### config.mk
export PLATFORM = sky130hd
export DESIGN_NAME = rgbq_queue
export DESIGN_NICKNAME = d
export VERILOG_FILES = /design/src/rtl/rgbq_pkg.sv /design/src/rtl/rgbq_queue.sv
export SDC_FILE = /design/constraint.sdc
export NUM_CORES = 1
export LEC_CHECK = 0
export BUFFER_PORTS_ARGS = -buffer_cell sky130_fd_sc_hd__buf_2
export CAP_MARGIN = 40
export CORE_ASPECT_RATIO = 1.75
export CORE_MARGIN = 4
export CORE_UTILIZATION = 52
export DETAILED_ROUTE_END_ITERATION = 16
export PLACE_DENSITY_LB_ADDON = 0.15
export SLEW_MARGIN = 20
export SYNTH_ARGS = -nofsm -noshare
export SYNTH_HDL_FRONTEND = slang
export SYNTH_SLANG_ARGS = --single-unit
### constraint.sdc
create_clock -name clock -period 15.54 [get_ports clock]
set_input_delay 1.554 -clock clock [delete_from_list [all_inputs] [get_ports clock]]
set_output_delay 1.554 -clock clock [all_outputs]
set_load 0.01 [all_outputs]
### src/rtl/rgbq_pkg.sv
// Shared types and constants for the RGB blend to NV12 quad block.
// No dependencies; every other file of the block but rgbq_ram imports this package.
package rgbq_pkg;

   localparam int VIS_MAX_W = 1024;
   localparam int VIS_MAX_H = 1024;
   localparam int OUT_MAX_W = 4096;
   localparam int OUT_MAX_H = 4096;

   localparam int STORE_AW    = 20;
   localparam int STORE_DEPTH = 1 << STORE_AW;
   localparam int PIX_W       = 24;
   localparam int QUOT_W      = 11;
   localparam int DIVIDEND_W  = 23;
   localparam int DIVISOR_W   = 13;

   localparam logic OP_LOAD = 1'b0;
   localparam logic OP_FUSE = 1'b1;

   localparam logic [2:0] CSR_VIS_W  = 3'd0;
   localparam logic [2:0] CSR_VIS_H  = 3'd1;
   localparam logic [2:0] CSR_OUT_W  = 3'd2;
   localparam logic [2:0] CSR_OUT_H  = 3'd3;
   localparam logic [2:0] CSR_WEIGHT = 3'd4;
   localparam logic [2:0] CSR_OFF_X  = 3'd5;
   localparam logic [2:0] CSR_OFF_Y  = 3'd6;

   // Effective (already saturated) configuration seen by the front part.
   typedef struct packed {
      logic [10:0]        vis_w;
      logic [10:0]        vis_h;
      logic [12:0]        out_w;
      logic [12:0]        out_h;
      logic [8:0]         weight;
      logic signed [12:0] off_x;
      logic signed [12:0] off_y;
   } rgbq_cfg_type;

   // One queued unit of work: a store write or a fully addressed quad.
   typedef struct packed {
      logic                           is_load;
      logic [STORE_AW-1:0]            load_addr;
      logic [PIX_W-1:0]               load_pixel;
      logic [3:0][STORE_AW-1:0]       addr;
      logic [3:0][PIX_W-1:0]          comp;
      logic [10:0]                    qc;
      logic [10:0]                    qr;
   } rgbq_entry_type;

endpackage

### src/rtl/rgbq_queue.sv
// Two-entry queue between the front and back parts.
// Depends on rgbq_pkg.
module rgbq_queue (
   input  logic                     clock,
   input  logic                     reset,
   input  logic                     push,
   input  rgbq_pkg::rgbq_entry_type push_data,
   input  logic                     pop,
   output rgbq_pkg::rgbq_entry_type head,
   output logic                     full,
   output logic                     empty
);
   import rgbq_pkg::*;

   rgbq_entry_type slot_ff [2];
   logic           wr_ptr_ff, wr_ptr_in, rd_ptr_ff, rd_ptr_in;
   logic [1:0]     count_ff, count_in;

   always_comb begin
      wr_ptr_in = push ? ~wr_ptr_ff : wr_ptr_ff;
      rd_ptr_in = pop ? ~rd_ptr_ff : rd_ptr_ff;
      count_in  = count_ff + {1'b0, push} - {1'b0, pop};
   end

   always_ff @(posedge clock) begin
      if (reset) begin
         wr_ptr_ff <= 1'b0;
         rd_ptr_ff <= 1'b0;
         count_ff  <= 2'd0;
      end else begin
         wr_ptr_ff <= wr_ptr_in;
         rd_ptr_ff <= rd_ptr_in;
         count_ff  <= count_in;
      end
      if (push) begin
         slot_ff[wr_ptr_ff] <= push_data;
      end
   end

   assign head  = slot_ff[rd_ptr_ff];
   assign full  = (count_ff == 2'd2);
   assign empty = (count_ff == 2'd0);
endmodule

; ---- Word level (Yosys, flattened, before mapping)
; Memory sizes are Yosys's and may differ from the RTL's. A register that Yosys moved wholly into a read port is not among the register bits.
; Cells that the tools add are included.
[word_totals]
mem_count = 1
ram_bits = 486
input_bits = 247
output_inout_bits = 245
regBits = 4
word_cells = 14
[classes]
mux = 4
reduce_logical = 1
bitwise = 2
n_addsub = 2
eq_ne = 1
[memory_table]
columns = name, words, word_bits, rd, rd_ports_with_merged_regs, write_ports, line
row1 = slot_ff, 2, 243, 1, 1, 1, rgbq_queue.sv:15  ; rgbq_entry_type slot_ff [2];
[ops]
columns = cell, n
row1 = 1-bit 2-to-1 mux, 4
row2 = 2-bit by 1-bit adder with 2-bit output, 1
row3 = 2-bit equality test (second input constant), 1
row4 = 2-bit logical NOT, 1
row5 = 1-bit NOT, 2
row6 = 2-bit by 1-bit subtractor with 2-bit output, 1

; ---- Logic depth before layout (Yosys ltp)
; Gate-level depths: netlist (run 1).
[logic_depth]
ltp_word = 3
depth_mapped = 6
mapped_depth_nobuf = 6

; ---- Worst setup path before layout (run 1)
; Ideal clock, no wire load.
[synth_timing]
kind = in2reg
startpoint = input push
endpoint = memory slot_ff[0][0] (netlist bit) (enable)
path_slack_ns = 2.645
path_buffers = 0
setup_time_ns = 0.880
t_arrival_ns = 12.014
path_stages = 1
t_required_ns = 14.660
cell_sequence = nor2b_1
[synth_between]
elab_chain_cells = 2
[synth_rtl]
columns = element, line
row1 = start: declaration, rgbq_queue.sv:6  ; input logic push,
row2 = 1-bit 2-to-1 mux, rgbq_queue.sv:35  ; if (push) begin
row3 = 1-bit 2-to-1 mux (implied by the code), rgbq_queue.sv:36  ; slot_ff[wr_ptr_ff] <= push_data;
row4 = end: declaration, rgbq_queue.sv:15
; Every way passes these cells.

==> impl_results.md, run 1 <==
- Status: finished, final reports clean
- Via density: 4.99
- Antenna violation net count after detailed routing: 0
- Slowest-stage cell, CP: buf_12
- Setup TNS: 0 ns
- Synth Instances: 777
- CTS Sinks: 491
- Core box area: 35200 sq um
- Syn nets: 1026
- Crit path capture: head[31]
- Total vias in the final route: 9036
- Commonest cells in the netlist: edfxtp_1, mux2_4, mux2_2, buf_6, buf_2
- DR pass1 iterations: 4
- Post-synth top area share: 79.1%
- H-tree depth: 2
- CTS tree: done
- Top delay family on crit path: buffers and inverters
- Max-slew violations: 0
- # resized after CTS: 0
- HP Start: rd_ptr_ff$_SDFFE_PP0P_
- Die height: 257 microns
- Critical Path Source Type: flop
- FF-to-FF End: slot_ff[1][216]$_DFFE_PP_
- First-pass GRT wire length: 56.1 mm
- Lkg Pwr: 8.91 nW
- Maxcap violations: 0
- Tcrit/Tclk final: 28.3%
- CTS Buf Count: 42
- Largest net degree at the start of global routing: 131
- Layout area overhead: 23.8%
- Die area: 38700 sq um
- Num ports: 492
- Cell area after synthesis: 18400 sq um
- Max IR drop VDD: 0.108 mV
- # rows: 91
- Critical path required time: 13.99 ns
- Maximum clock insertion buffer count: 3
- Worst Hold Class: flop to flop
- Setup violators final: 0
- Worst Clk Skew: 0.00934 ns
- Most common cell in the netlist: edfxtp_1
- WP buf/inv: 3
- Port Buf Inserts: 491
- Worst Path Class, Setup: flop to output port
- Peak fanout along the critical path: 130
- Final worst path period need: 4.40 ns
- Post-CTS Setup Bufs: 0
- Ys flop type: edfxtp_1
- Fin worst setup slack: 11.14 ns
- PwrDens: 128 nW/um^2
- Area leader, netlist: edfxtp_1
- Die X-Extent: 150 microns
- Crit. End Element: output port
- DR iter-0 viols: 363
- Number of synthesized flops with an enable pin: 486
- Cts hold-fix bufs: 0
- Fmax: 227 MHz
- Register area share after synthesis: 79.7%
- Routability congestion estimate: 0.763
- CP Cell Sequence: buf_16 > buf_12 > mux2_2 > buf_2
- Routed WL: 39.3 mm
- FF-to-FF Start: wr_ptr_ff$_SDFFE_PP0P_
- Rel. slew slack: 33.7%
- Least-Margin Pin Slew: 0.994 ns
- Fraction of registers with async set/reset: 0%
- Worst Path Arrival: 2.85 ns
- DP Wirelength: 27.8 mm
- Initial antenna violation count: 19
- Drt wl/cell: 21.7 microns
- Worst-Skew Late Latency: 0.53 ns
- R2R setup slack: 12.69 ns
- Initial core utilization: 52.4%
- Synth area leaders: edfxtp_1, mux2_4, mux2_2, buf_6, dfxtp_1
- Worst-path clk slew: 0.06 ns
- Share of layout cells above drive strength 1: 60.5%
- Crit-path max cell delay: 0.63 ns
- Levels on crit path: 4
- Fin. Hold Viols: 0
- Cell variety after synth: 13
- Worst r2r path cells: 4
- Residual DRC: 0
- Vias in the first global route: 9581
- Final net count: 1549
- Syn Area/Cell: 23.7 sq um
- Ys Warns: 0
- RSZ-0062 raised after global routing: no
- Pre-CTS WS: 11.39 ns
- #FFs+latches synth: 491
- GR Overflow Total: 0
- Clk root buf: clkbuf_16
- GRT Total Usage: 19.5%
area by class of cell:
type / instances / area (sq um)
Sequential cell: 491 / 14700
Fill cell: 2507 / 12400
Multi-Input combinational cell: 257 / 3490
Timing Repair Buffer: 506 / 2710
Clock buffer: 58 / 1170
Tap cell: 465 / 582
Clock inverter: 19 / 136
Antenna cell: 13 / 32.5
Inverter: 2 / 7.51
sequential cells by signal, indices dropped and copies added, names as in the netlist, named ones only:
signal and flops:
wr_ptr_ff 1, rd_ptr_ff 1, count_ff 2, slot_ff 486
kinds of logic (layout without fill, tap and decap cells):
group	after synthesis	after routing	synth area share [%]
muxes	243	243	18.3
xor gates and xnor gates	3	3	0.217
adders and majority gates	2	2	0.136
DFF	491	491	79.7
buffers and inverters	29	585	1.45
other	0	13	0
and+or+nand+nor	9	9	0.237
worst min-delay path by stage:
| stage | endpoint | cells after the start |
|---|---|---|
| floorplan | flop | 2 |
| global placement | rd_ptr_ff$_SDFFE_PP0P_ | 2 |
| detailed placement | flop | 2 |
| CTS | flop | 2 |
| global route | flop | 2 |
| finish | flop | 2 |
tightest hold or removal path, stage by stage (launching register included):
cell and delay, ns:
dfxtp_1 0.33, xnor2_1 0.09, nor2_1 0.08
power by group:
group	switching (mW)	internal [mW]
clock network	0.435	0.562
logic	0.184	0.181
registers	0.0216	1.55
through the flow:
| step | hold WS (ns) | instance area (sq um) | total power, mW | std cells | util [%] |
|---|---|---|---|---|---|
| detailed placement | 0.503 | 21500 | 1.97 | 1721 | 61.1 |
| finish | 0.537 | 22800 | 2.93 | 1811 | 64.9 |
| global route | 0.561 | 22800 | 3.05 | 1811 | 64.9 |
| global placement | 0.502 | 21300 | 1.95 | 1714 | 60.6 |
| CTS | 0.529 | 22800 | 2.97 | 1798 | 64.8 |
| floorplan | 0.480 | 18400 | 1.84 | 777 | - |
placed cells by master (no fill, tap or decap):
| cell type | n |
|---|---|
| nor2_1 | 5 |
| clkinvlp_4 | 1 |
| buf_16 | 5 |
| diode_2 | 13 |
| nor2b_4 | 1 |
| xnor2_1 | 2 |
| edfxtp_1 | 486 |
| buf_12 | 3 |
| mux2_2 | 73 |
| clkbuf_16 | 45 |
| clkinv_2 | 7 |
| clkinv_1 | 9 |
| buf_4 | 7 |
| dfxtp_1 | 4 |
| buf_2 | 491 |
| bufinv_16 | 2 |
| mux2_4 | 170 |
| and2_4 | 1 |
| ha_1 | 2 |
| xnor3_1 | 1 |
| nor2b_1 | 2 |
| clkbuf_1 | 13 |
| dfxtp_4 | 1 |
| inv_1 | 2 |
routing by layer:
metal | track usage (%) | share of wire [%]
met1 | 19.9 | 33
met2 | 34.9 | 53
met3 | 6.38 | 8.6
met4 | 10.1 | 5.0
met5 | 0 | 0.12
Note: power is estimated with default switching activity, not from simulation.
==> run 2: changes to the inputs <==
==> constraint.sdc (replaced) <==
create_clock -name clock -period 4.3 [get_ports clock]
set_input_delay 0.43 -clock clock [delete_from_list [all_inputs] [get_ports clock]]
set_output_delay 0.43 -clock clock [all_outputs]
set_load 0.01 [all_outputs]
==> impl_results.md, run 2 (synthesis results as in run 1) <==
- Rel. slew slack: 42.2% (+8.5 points)
- Post-CTS Setup Bufs: 0 (unchanged)
- # rows: 91 (unchanged)
- # resized after CTS: 0 (unchanged)
- Layout area overhead: 23.9% (about the same)
- CP Cell Sequence: buf_4 > mux2_2 > buf_2
- Clock power share: 35.2% (+1.2 points)
- DP Wirelength: 26.6 mm (-4.3%)
- Residual DRC: 0 (unchanged)
- CTS Buf Count: 43 (+2.4%)
- Tcrit/Tclk final: 60.2%
- Setup violators final: 0 (unchanged)
- Drt wl/cell: 21.2 microns (-2.3%)
- Final net count: 1545 (-0.26%)
- Total vias in the final route: 9129 (+1.0%)
- RSZ-0062 raised after global routing: no
- Hold endpoint: slot_ff[0][13]$_DFFE_PP_
- Worst Path Arrival: 2.16 ns (-0.69 ns)
- Initial core utilization: 52.4% (unchanged)
- GR Overflow Total: 0 (unchanged)
- Hold slack: 0.0711 ns (-0.465 ns)
- Combinational share of power: 12.1% (-0.4 points)
- Fmax: 386 MHz
- Area after DPL: 21400 sq um (-0.44%)
- Status: finished, final reports clean
- Slowest-stage cell, CP: buf_4
- Cell Int Power: 8.39 mW (+270%)
- Max-slew violations: 0 (unchanged)
- Utilization after layout: 65.0% (about the same)
- Core box area: 35200 sq um (unchanged)
- Largest net degree at the start of global routing: 142 (+8.4%)
- Maximum clock insertion buffer count: 3 (unchanged)
- Maxcap violations: 0 (unchanged)
- Final worst path period need: 2.59 ns
- Num ports: 492 (unchanged)
- DR pass1 iterations: 4 (unchanged)
- Lkg Pwr: 8.91 nW (about the same)
- Share of layout cells above drive strength 1: 61.1% (+0.53 points)
- Top delay family on crit path: buffers and inverters
- DR iter-0 viols: 418 (+15%)
- Least-Margin Pin Slew: 0.867 ns (-0.127 ns)
- Initial antenna violation count: 25 (+6)
- PwrDens: 470 nW/um^2 (+270%)
- FF-to-FF End: slot_ff[1][208]$_DFFE_PP_
- Critical path required time: 3.87 ns (-10.12 ns)
- Routability congestion estimate: 0.854 (+12%)
- Switching share of total power: 21.9% (about the same)
- R2R setup slack: 2.48 ns (-10.21 ns)
- Port Buf Inserts: 491 (unchanged)
- Hold depth: 1 (-1)
- Fillers: 2485 (-0.88%)
- Critical Path Source Type: flop
- Worst Clk Skew: 0.0124 ns (+0.00303 ns)
- Fin. Hold Viols: 0 (unchanged)
- FF-to-FF Start: wr_ptr_ff$_SDFFE_PP0P_
- Die X-Extent: 150 microns (unchanged)
- Clk root buf: clkbuf_16
- Max FFs per register: 486 (unchanged)
- First-pass GRT wire length: 55.2 mm (-1.6%)
- Antenna violation net count after detailed routing: 0 (unchanged)
- P_sw: 2.35 mW (+270%)
- Worst Path Class, Setup: flop to output port
- GRT Total Usage: 19.2% (-0.35 points)
- Sequential Power Share: 52.8% (-0.7 points)
- Worst Hold Class: input pin to flop
- Reg with most FFs: slot_ff
- Crit-path max cell delay: 0.58 ns (-0.05 ns)
- WP buf/inv: 2 (-1)
- CTS tree: done
- Worst r2r path cells: 3 (-1)
- Routed WL: 38.3 mm (-2.4%)
- Finished Cell Area: 22900 sq um (about the same)
- Worst-Skew Late Latency: 0.54 ns (about the same)
- CTS Sinks: 491 (unchanged)
- Max IR drop VDD: 0.429 mV (+300%)
- Most frequent cells in the layout: buf_2, edfxtp_1, mux2_4
- Die height: 257 microns (unchanged)
- Commonest non-fill, non-tap cell in the layout: buf_2
- Cts hold-fix bufs: 0 (unchanged)
- Crit. End Element: output port
- Regs by FF count: slot_ff: 486 flops, count_ff: 2 flops
- Die area: 38700 sq um (unchanged)
- Via density: 5.05 (+1.1%)
- Peak fanout along the critical path: 49 (-62%)
- Vias in the first global route: 9530 (-0.53%)
- HP Start: push_data[13]
- H-tree depth: 2 (unchanged)
- Worst-path clk slew: 0.07 ns (about the same)
run 2: cell count changes in the layout (fill, tap and decap cells not counted), moves of 3 or more:
| cell | before | now |
|---|---|---|
| clkbuf_1 | 13 | 6 |
| buf_4 | 7 | 2 |
| buf_12 | 3 | 7 |
| buf_16 | 5 | 1 |
| diode_2 | 13 | 16 |
run 2: power groups by stage:
stage          clock (mW)  combinational, mW  sequential [mW]
5_1_grt              4.09               1.39             5.69
3_5_place_dp            0               1.31             5.77
3_3_place_gp            0               1.30             5.76
6_report             3.78               1.30             5.67
4_1_cts              3.88               1.32             5.67
2_1_floorplan           0              0.800             5.77
run 2: how the worst max path moves through the flow:
stage               start                         to  cells after the start
floorplan            push    slot_ff[0][0]$_DFFE_PP_                      1
global placement     push  slot_ff[1][118]$_DFFE_PP_                      3
detailed placement   push  slot_ff[1][151]$_DFFE_PP_                      3
CTS                  flop                   head[69]                      3
global route         flop                   head[69]                      3
finish               flop                   head[69]                      3
run 2: final cells by class:
class	instances	area, sq um	share of cell area (%)
Antenna cell	16	40.0	0.175
Clock buffer	51	1150	5.03
Clock inverter	26	243	1.06
Inverter	2	7.51	0.0329
Multi-Input combinational cell	257	3490	15.3
Sequential cell	491	14700	64.3
Tap cell	465	582	2.55
Timing Repair Buffer	501	2640	11.6
run 2: per-layer routing:
| metal | share of wire [%] | global-route usage [%] | wire [microns] | up-vias |
|---|---|---|---|---|
| li1 | - | - | - | 4157 |
| met1 | 32 | 19.6 | 12400 | 4482 |
| met2 | 53 | 33.7 | 20300 | 372 |
| met3 | 9.5 | 7.03 | 3660 | 102 |
| met4 | 4.8 | 9.97 | 1830 | 16 |
| met5 | 0.30 | 0 | 116 | - |
run 2: metrics by stage:
stage	total power, mW	std cells	setup TNS (ns)	setup slack, ns
finish	10.7	1809	0	1.71
floorplan	6.57	777	-48.55	-0.200
global placement	7.06	1715	0	2.07
CTS	10.9	1792	0	1.66
global route	11.2	1808	0	1.60
detailed placement	7.09	1715	0	2.07
