<file path="src/rtl/rgbq_pkg.sv">
// Shared types and constants for the RGB blend to NV12 quad block.
// No dependencies; every other file of the block but rgbq_ram imports this package.
package rgbq_pkg;

   localparam int VIS_MAX_W = 1024;
   localparam int VIS_MAX_H = 1024;
   localparam int OUT_MAX_W = 4096;
   localparam int OUT_MAX_H = 4096;

   localparam int STORE_AW    = 20;
   localparam int STORE_DEPTH = 1 << STORE_AW;
   localparam int PIX_W       = 24;
   localparam int QUOT_W      = 11;
   localparam int DIVIDEND_W  = 23;
   localparam int DIVISOR_W   = 13;

   localparam logic OP_LOAD = 1'b0;
   localparam logic OP_FUSE = 1'b1;

   localparam logic [2:0] CSR_VIS_W  = 3'd0;
   localparam logic [2:0] CSR_VIS_H  = 3'd1;
   localparam logic [2:0] CSR_OUT_W  = 3'd2;
   localparam logic [2:0] CSR_OUT_H  = 3'd3;
   localparam logic [2:0] CSR_WEIGHT = 3'd4;
   localparam logic [2:0] CSR_OFF_X  = 3'd5;
   localparam logic [2:0] CSR_OFF_Y  = 3'd6;

   // Effective (already saturated) configuration seen by the front part.
   typedef struct packed {
      logic [10:0]        vis_w;
      logic [10:0]        vis_h;
      logic [12:0]        out_w;
      logic [12:0]        out_h;
      logic [8:0]         weight;
      logic signed [12:0] off_x;
      logic signed [12:0] off_y;
   } rgbq_cfg_type;

   // One queued unit of work: a store write or a fully addressed quad.
   typedef struct packed {
      logic                           is_load;
      logic [STORE_AW-1:0]            load_addr;
      logic [PIX_W-1:0]               load_pixel;
      logic [3:0][STORE_AW-1:0]       addr;
      logic [3:0][PIX_W-1:0]          comp;
      logic [10:0]                    qc;
      logic [10:0]                    qr;
   } rgbq_entry_type;

endpackage

</file>
<file path="src/rtl/rgbq_div.sv">
// Restoring divider, one quotient bit per step, for the scaled coordinates.
// Depends on rgbq_pkg.
module rgbq_div (
   input  logic                            clock,
   input  logic                            load,
   input  logic                            step,
   input  logic [rgbq_pkg::DIVIDEND_W-1:0] dividend,
   input  logic [rgbq_pkg::DIVISOR_W-1:0]  divisor,
   output logic [rgbq_pkg::QUOT_W-1:0]     quotient
);
   import rgbq_pkg::*;

   logic [DIVIDEND_W-1:0] rem_ff, rem_in, dsh_ff, dsh_in;
   logic [QUOT_W-1:0]     q_ff, q_in;

   // The dividend is below divisor * 2^QUOT_W, so the quotient fits.
   always_comb begin
      rem_in = rem_ff;
      dsh_in = dsh_ff;
      q_in   = q_ff;
      if (load) begin
         rem_in = dividend;
         dsh_in = {divisor, {(DIVIDEND_W-DIVISOR_W){1'b0}}};
         q_in   = '0;
      end else if (step) begin
         if (rem_ff >= dsh_ff) begin
            rem_in = rem_ff - dsh_ff;
            q_in   = {q_ff[QUOT_W-2:0], 1'b1};
         end else begin
            q_in   = {q_ff[QUOT_W-2:0], 1'b0};
         end
         dsh_in = dsh_ff >> 1;
      end
   end

   always_ff @(posedge clock) begin
      rem_ff <= rem_in;
      dsh_ff <= dsh_in;
      q_ff   <= q_in;
   end

   assign quotient = q_ff;
endmodule

</file>
<file path="src/rtl/rgbq_front.sv">
// Front part: accepts items, drops quads outside the frame, scales the quad
// coordinates through four dividers and queues store addresses.
// Depends on rgbq_pkg, rgbq_div.
module rgbq_front (
   input  logic                     clock,
   input  logic                     reset,
   input  rgbq_pkg::rgbq_cfg_type   cfg,
   input  logic                     req_valid,
   output logic                     req_stall,
   input  logic                     req_opcode,
   input  logic [19:0]              req_visible_index,
   input  logic [23:0]              req_visible_pixel,
   input  logic [10:0]              req_quad_col,
   input  logic [10:0]              req_quad_row,
   input  logic [23:0]              req_comp_top_left,
   input  logic [23:0]              req_comp_top_right,
   input  logic [23:0]              req_comp_bottom_left,
   input  logic [23:0]              req_comp_bottom_right,
   input  logic                     q_full,
   output logic                     q_push,
   output rgbq_pkg::rgbq_entry_type q_data
);
   import rgbq_pkg::*;

   typedef enum logic [1:0] {F_IDLE, F_DIV, F_PUSH} front_state_type;

   front_state_type       state_ff, state_in;
   logic [3:0]            step_ff, step_in;
   logic [3:0][PIX_W-1:0] comp_ff;
   logic [10:0]           qc_ff, qr_ff;
   logic                  accept, in_frame, div_load, div_step;
   logic [11:0]           x0, y0, x1, y1;
   logic [DIVIDEND_W-1:0] dvd [4];
   logic [QUOT_W-1:0]     quot [4];
   logic [9:0]            vx [2];
   logic [9:0]            vy [2];
   logic [13:0]           sum_c;
   logic [20:0]           lin;
   rgbq_entry_type        fuse_entry, load_entry;

   assign x0 = {req_quad_col, 1'b0};
   assign y0 = {req_quad_row, 1'b0};
   assign x1 = x0 + 12'd1;
   assign y1 = y0 + 12'd1;
   assign in_frame = ({1'b0, x0} < cfg.out_w) && ({1'b0, y0} < cfg.out_h);

   assign req_stall = !((state_ff == F_IDLE) && !q_full);
   assign accept    = req_valid && !req_stall;
   assign div_load  = accept && (req_opcode == OP_FUSE) && in_frame;
   assign div_step  = (state_ff == F_DIV);

   assign dvd[0] = DIVIDEND_W'(x0) * DIVIDEND_W'(cfg.vis_w);
   assign dvd[1] = DIVIDEND_W'(x1) * DIVIDEND_W'(cfg.vis_w);
   assign dvd[2] = DIVIDEND_W'(y0) * DIVIDEND_W'(cfg.vis_h);
   assign dvd[3] = DIVIDEND_W'(y1) * DIVIDEND_W'(cfg.vis_h);

   for (genvar g = 0; g < 4; g++) begin : g_div
      rgbq_div u_div (
         .clock    (clock),
         .load     (div_load),
         .step     (div_step),
         .dividend (dvd[g]),
         .divisor  ((g < 2) ? cfg.out_w : cfg.out_h),
         .quotient (quot[g])
      );
   end

   // Offset and clamp of the scaled columns and rows.
   always_comb begin
      for (int k = 0; k < 2; k++) begin
         sum_c = 14'({3'b0, quot[k]}) + 14'(cfg.off_x);
         if (sum_c[13]) begin
            vx[k] = '0;
         end else if (sum_c[12:0] > 13'(cfg.vis_w - 11'd1)) begin
            vx[k] = 10'(cfg.vis_w - 11'd1);
         end else begin
            vx[k] = sum_c[9:0];
         end
         sum_c = 14'({3'b0, quot[k+2]}) + 14'(cfg.off_y);
         if (sum_c[13]) begin
            vy[k] = '0;
         end else if (sum_c[12:0] > 13'(cfg.vis_h - 11'd1)) begin
            vy[k] = 10'(cfg.vis_h - 11'd1);
         end else begin
            vy[k] = sum_c[9:0];
         end
      end
   end

   always_comb begin
      fuse_entry            = '0;
      fuse_entry.is_load    = 1'b0;
      fuse_entry.comp       = comp_ff;
      fuse_entry.qc         = qc_ff;
      fuse_entry.qr         = qr_ff;
      for (int p = 0; p < 4; p++) begin
         lin = 21'(vy[p >> 1]) * 21'(cfg.vis_w) + 21'(vx[p & 1]);
         fuse_entry.addr[p] = lin[STORE_AW-1:0];
      end
      load_entry            = '0;
      load_entry.is_load    = 1'b1;
      load_entry.load_addr  = req_visible_index;
      load_entry.load_pixel = req_visible_pixel;
   end

   always_comb begin
      q_push = 1'b0;
      q_data = load_entry;
      if (accept && (req_opcode == OP_LOAD)) begin
         q_push = 1'b1;
      end else if ((state_ff == F_PUSH) && !q_full) begin
         q_push = 1'b1;
         q_data = fuse_entry;
      end
   end

   always_comb begin
      state_in = state_ff;
      step_in  = step_ff;
      case (state_ff)
         F_IDLE: begin
            step_in = '0;
            if (div_load) begin
               state_in = F_DIV;
            end
         end
         F_DIV: begin
            step_in = step_ff + 4'd1;
            if (step_ff == 4'(QUOT_W - 1)) begin
               state_in = F_PUSH;
            end
         end
         F_PUSH: begin
            if (!q_full) begin
               state_in = F_IDLE;
            end
         end
         default: state_in = F_IDLE;
      endcase
   end

   always_ff @(posedge clock) begin
      if (reset) begin
         state_ff <= F_IDLE;
         step_ff  <= '0;
      end else begin
         state_ff <= state_in;
         step_ff  <= step_in;
      end
      if (div_load) begin
         comp_ff <= {req_comp_bottom_right, req_comp_bottom_left,
                     req_comp_top_right, req_comp_top_left};
         qc_ff   <= req_quad_col;
         qr_ff   <= req_quad_row;
      end
   end
endmodule

</file>
<file path="config.mk">
export PLATFORM = sky130hd
export DESIGN_NAME = rgbq_front
export DESIGN_NICKNAME = d
export VERILOG_FILES = /design/src/rtl/rgbq_pkg.sv /design/src/rtl/rgbq_div.sv /design/src/rtl/rgbq_front.sv
export SDC_FILE = /design/constraint.sdc
export NUM_CORES = 2
export LEC_CHECK = 0
export ABC_AREA = 1
export ABC_CLOCK_PERIOD_IN_PS = 12000
export BUFFER_PORTS_ARGS = -buffer_cell sky130_fd_sc_hd__buf_2
export CAP_MARGIN = 20
export CORE_MARGIN = 3
export CORE_UTILIZATION = 40
export DETAILED_ROUTE_END_ITERATION = 8
export PLACE_DENSITY = 0.59
export SLEW_MARGIN = 10
export SYNTH_ARGS = -nofsm -noshare
export SYNTH_HDL_FRONTEND = slang
export SYNTH_HIERARCHICAL = 1
export SYNTH_SLANG_ARGS = --single-unit
</file>
<file path="constraint.sdc">
create_clock -name clock -period 12 [get_ports clock]
set_clock_uncertainty 0.15 [all_clocks]
set_input_delay 0 -clock clock [delete_from_list [all_inputs] [get_ports clock]]
set_output_delay 0 -clock clock [all_outputs]
set_load 0.01 [all_outputs]
</file>
Yosys cells after proc, flatten, opt, wreduce, memory -nomap -nowiden
Index checks and enable logic that the tools add are counted.
{"block": "classes", "addsub": 19, "eq_ne": 6, "div_mod_pow": 0, "order_cmp": 10, "n_bitwise": 1, "multipliers": 6, "n_mux": 41, "reduce_logical": 23, "n_shift": 0}
{"op": "two-way mux 243 bit", "count": 2}
{"op": "two-way mux 23 bit", "count": 20}
{"op": "greater-or-equal comparator 23 bit", "count": 4}
{"op": "subtractor 23 bit", "count": 4}
{"op": "adder 20 x 10 -> 20 bit", "count": 4}
{"op": "two-way mux 10 bit", "count": 8}
{"op": "adder 12 x 13 -> 14 bit", "count": 4}
{"op": "> comparator 13 bit", "count": 4}
{"op": "multiplier 12 x 11 -> 23 bit", "count": 2}
{"op": "multiplier 11 x 11 -> 22 bit", "count": 2}
{"op": "multiplier 10 x 11 -> 20 bit", "count": 2}
{"op": "less-than comparator 12 x 13 -> 1 bit", "count": 2}
{"op": "adder 12 x 1 -> 12 bit, second input constant", "count": 2}
{"op": "subtractor 11 x 1 -> 12 bit, second input constant", "count": 2}
{"op": "subtractor 10 x 1 -> 10 bit, second input constant", "count": 2}
{"op": "AND reduction 2 bit", "count": 6}
{"op": "nonzero test 2 bit", "count": 6}
{"op": "one-hot mux 4 bit (2 select lines)", "count": 1}
{"op": "logical AND 1 bit", "count": 7}
{"op": "two-way mux 1 bit", "count": 6}
{"op": "two-way mux 2 bit", "count": 3}
{"op": "one-hot mux 2 bit (3 select lines)", "count": 1}
{"op": "adder 4 x 1 -> 4 bit, second input constant", "count": 1}
{"op": "equality test 4 bit, second input constant", "count": 1}
{"op": "8 further kinds", "count": 10}
{"block": "totals", "latchBits": 0, "input_bits": 250, "ramBits": 0, "memories": 0, "mem_bits_ro": 0, "ff_bits": 352, "wordCells": 132}

Logic depth before layout (Yosys ltp)
{"block": "logic_depth", "word_depth": 8, "ltp_mapped": 53, "depth_no_buf": 52}

Modules after synthesis
Netlist, hierarchy kept.
{"module": "rgbq_front", "area_each_um2": 31886.8, "seq_area_each_um2": 3663.5, "cells_each": 4333, "n_inst": 1}
{"module": "rgbq_div at g_div[0].u_div ...", "area_each_um2": 3922.5, "seq_area_each_um2": 1501.4, "cells_each": 566, "n_inst": 3}
{"module": "rgbq_div at g_div[2].u_div", "area_each_um2": 3968.8, "seq_area_each_um2": 1501.4, "cells_each": 575, "n_inst": 1}

Worst setup path before layout
Ideal clock, no wire load.
{"block": "synth_path", "path_kind": "reg-to-output", "from": "register g_div[3].u_div.q_ff[0]", "to": "output port q_data[174] in the netlist's numbering", "path_slack_ps": 3690, "n_path_buf": 1, "t_arrival_ps": 8160, "path_stages_with_launch": 50, "path_cell_list": "dfxtp_1 -> ha_1 -> inv_1 -> fa_1 -> nor2_1 -> a211oi_1 -> or3b_2 -> o2111ai_1 -> xor2_1 -> ha_1 -> nand2_1 -> inv_1 -> nand2_1 -> nand2_1 -> a21oi_1 -> nand2_1 -> nand2_2 -> inv_1 -> [14 not listed] -> inv_1 -> ha_1 -> a21oi_1 -> inv_1 -> nor2_1 -> nand2_1 -> xor2_1 -> ha_1 -> nand2_1 -> nor2_1 -> nand2_1 -> nor2_1 -> o21ai_2 -> nor2_2 -> nand2_1 -> o21ai_1 -> nand2_1 -> nor2_1"}
{"item": "from (decl)", "line": "rgbq_div.sv:14", "text": "logic [QUOT_W-1:0] q_ff, q_in;"}
{"item": "from (signal assigned)", "line": "rgbq_div.sv:39", "text": "q_ff <= q_in;"}
{"item": "to (decl)", "line": "rgbq_front.sv:21", "text": "output rgbq_pkg::rgbq_entry_type q_data"}

==> results_dict.tcl <==
set metrics [dict create \
    start_kind "flip-flop" \
    initial_core_util_pct 40.7 \
    area_growth_pct 16.8 \
    post_drt_wl_per_cell_um 17.3 \
    hpwl_um 119000 \
    required_ps 11850 \
    gp_congestion 0.942 \
    die_h_um 351 \
    max_cap_viol_count 0 \
    drc 0 \
    fin_util_pct 47.5 \
    yosysTopAreaCell "edfxtp_1" \
    grt_pass1_wl_um 237000 \
    synthArstFlopShare_pct 0 \
    holdPathEnd "step_ff[2]$_SDFFE_PP0P_" \
    hold_violations 0 \
    worstHoldStart "reset" \
    routed_wirelength_um 152000 \
    finalCritPeriodShare_pct 88.6 \
    r2r_setup_slack_ps 6540 \
    timing.fmax_ghz 0.0940 \
    cts_tree "done" \
    grt_pass1_vias 43000 \
    synth_area_um2 47600 \
    rows 125 \
    hold_depth 4 \
    synth_ff_type "edfxtp_1" \
    ys_ff_latch 352 \
    cts_resized 0 \
    ctsHoldBuffers 247 \
    placed_cells 8485 \
    peakVddDrop_uv 148 \
    worstPathMaxFanout 15 \
    end_kind "primary output" \
    ys_seq_area_share_pct 20.3 \
    io_pins 495 \
    leakagePower_nw 30.2 \
    timing.rr.start "state_ff[1]$_SDFFE_PP0P_" \
    layout-drive-gt1-share_pct 10.9 \
    max_stage_delay_ps 530 \
    cpMostUsedCell "inv_1" \
    timing.hold.ws_ps 81.4 \
    power_density_nw_per_um2 203 \
    synth_edf_count 262 \
    post-route-min-period_ps 10640 \
    rsz0062_at_grt "no" \
    synth_warnings 6 \
    yosysTopAreaCellShare_pct 16.5 \
    grt_max_degree 130 \
    regArea_um2 9670 \
    multi_input_comb_area_um2 31700 \
    die-width_um 351 \
    arrival_ps 10490 \
    htree_levels 2 \
    grt_use_total_pct 24.3 \
    cp_slowest_cell "fa_1" \
    cts_setup_buffers 0 \
    num_vias 44000 \
    grt_overflow_total 0 \
    core_area_um2 117000 \
    postSynthCellCount 6606 \
    port_buffers 485 \
    r2r_end "g_div[1].u_div/dsh_ff[19]$_DFFE_PP_" \
    clkTransAtPathRegs_ps 60 \
    worst_pin_slew_ps 986 \
    cts.sinks 352 \
    slew_headroom_pct 34.2 \
    nNetsFinal 8436 \
    ys_types 70 \
    setup_viol 0 \
    antenna_found_initial 13 \
    drtIter0Drc 3066 \
    clk_latency_ps 650 \
    final-instance-count-excl-fill 8831 \
    cts_made_buffers 48 \
    final_antenna_net_count 0 \
    status "complete, no violations" \
    via_per_inst 4.99 \
    first_pass_iters 6 \
    fill_cells 11700 \
    die-area_um2 123000 \
    min_path_type "in2reg" \
    cts-root-buf "clkbuf_16" \
    synth_area_leaders "edfxtp_1, fa_1, ha_1" \
    avgSynthCellArea_um2 7.21 \
    path_class "reg2out" \
    clk_path_buf_depth 3 \
    finalMaxSlewViolations 0 \
    fin_setup_tns_ps 0 \
    rr_worst_depth 11 \
]
## stage by stage
step	total power, mW	cell area (µm²)	setup slack [ps]
after floorplan	7.66	47600	3690
after global placement	9.65	51500	2250
after detailed placement	9.72	51500	2120
after CTS	11.3	55500	1380
after global routing	12.5	55600	467
final	11.3	55600	1360
## kinds of logic after synthesis
group | count (synthesis) | synth area share, %
flip-flops | 352 | 20.3
buffers and inverters | 1640 | 13.1
adder cells (fa/ha/maj) | 922 | 30.2
AND/OR/NAND/NOR | 2835 | 25.3
AO/OA/AOI/OAI | 694 | 8.16
XOR/XNOR | 161 | 2.98
other | 1 | 0.00787
multiplexers | 1 | 0.0210
## cell usage in the layout, fill, tap and decap left out, drive strengths merged, types with 3 or more instances in the layout
cell type,instances
nand2,1763
inv,1487
nor2,590
ha,542
buf,510
fa,380
a21oi,308
edfxtp,262
nand3,254
dlygate4sd3,247
o21ai,222
xor2,96
dfxtp,90
o22ai,69
xnor2,65
nand4,63
clkbuf,60
nor3,59
nand3b,43
or2,37
clkinv,26
a211oi,22
a31oi,21
o21bai,15
o211ai,10
nor4,9
diode,8
a21o,7
nor3b,7
and2,6
a21boi,5
o2111ai,3
o31ai,3
## state kept, by name, summed over array words and instances (netlist names)
register              cells
g_div.u_div/quotient     44
comp_ff                  96
qr_ff                    11
g_div.u_div/rem_ff       92
qc_ff                    11
g_div.u_div/dsh_ff       92
state_ff                  2
step_ff                   4
## area by class of cell
class	count	area share, %
inverters	1490	10.1
well taps	1524	3.43
clock buffers	60	2.41
multi-input cells	4615	57.1
flip-flops and latches	352	17.4
repair buffers	757	9.27
clock inverters	25	0.342
diodes	8	0.0360
## power by group
group / switching [mW] / internal, mW / total (mW)
Clock: 0.622 / 0.816 / 1.44
Combinational: 5.50 / 2.92 / 8.42
Sequential: 0.0311 / 1.43 / 1.46
## critical path: cells and delay by family, from the launching register on
family / cells / cell delay [ps]
fa+ha+maj: 10 / 4170
simple gates: 18 / 2150
compound gates: 8 / 1530
buf+inv: 11 / 1220
xor+xnor: 2 / 420
flops: 1 / 350
## worst max path at each step
stage | startpoint | to | slack, ps | cells past startpoint
2_1_floorplan | g_div[3].u_div/quotient[0]$_SDFFE_PP0P_ | q_data[174] | 3690 | 49
4_1_cts | g_div[2].u_div/quotient[0]$_SDFFE_PP0P_ | q_data[154] | 1380 | 49
3_5_place_dp | g_div[2].u_div/quotient[0]$_SDFFE_PP0P_ | q_data[154] | 2120 | 49
5_1_grt | g_div[2].u_div/quotient[0]$_SDFFE_PP0P_ | q_data[154] | 470 | 48
6_report | g_div[2].u_div/quotient[0]$_SDFFE_PP0P_ | q_data[154] | 1360 | 49
3_3_place_gp | g_div[3].u_div/quotient[0]$_SDFFE_PP0P_ | q_data[196] | 2250 | 50
## cells in the mapped netlist (9+ instances only)
master    count
inv_1      1454
xor2_1       95
a21oi_2      16
nand4_1      62
nor3_1       54
or2_2        19
o211ai_1      9
nand2_1    1701
a31oi_1      21
or2_1        17
ha_1        542
nor4_1        9
nand2_2      60
nand3b_1     43
edfxtp_1    262
a21oi_1     292
buf_2        16
a211oi_1     20
clkinv_1      9
o22ai_1      69
clkbuf_1    118
o21bai_1     15
o21ai_0     195
nor2_2       22
fa_1        380
nand3_2      18
dfxtp_1      90
nand3_1     236
nor2_1      550
xnor2_1      65
o21ai_1      21
nor2_4       18
inv_2        27
## routing by layer
layer,GRT usage [%],vias up,share of wire (%)
met4,7.44,4,3.3
met3,3.29,227,5.9
met5,0,-,0.018
li1,-,21800,-
met1,32.0,20800,44
met2,41.4,1169,47
Power figures use the tool's default switching activity.
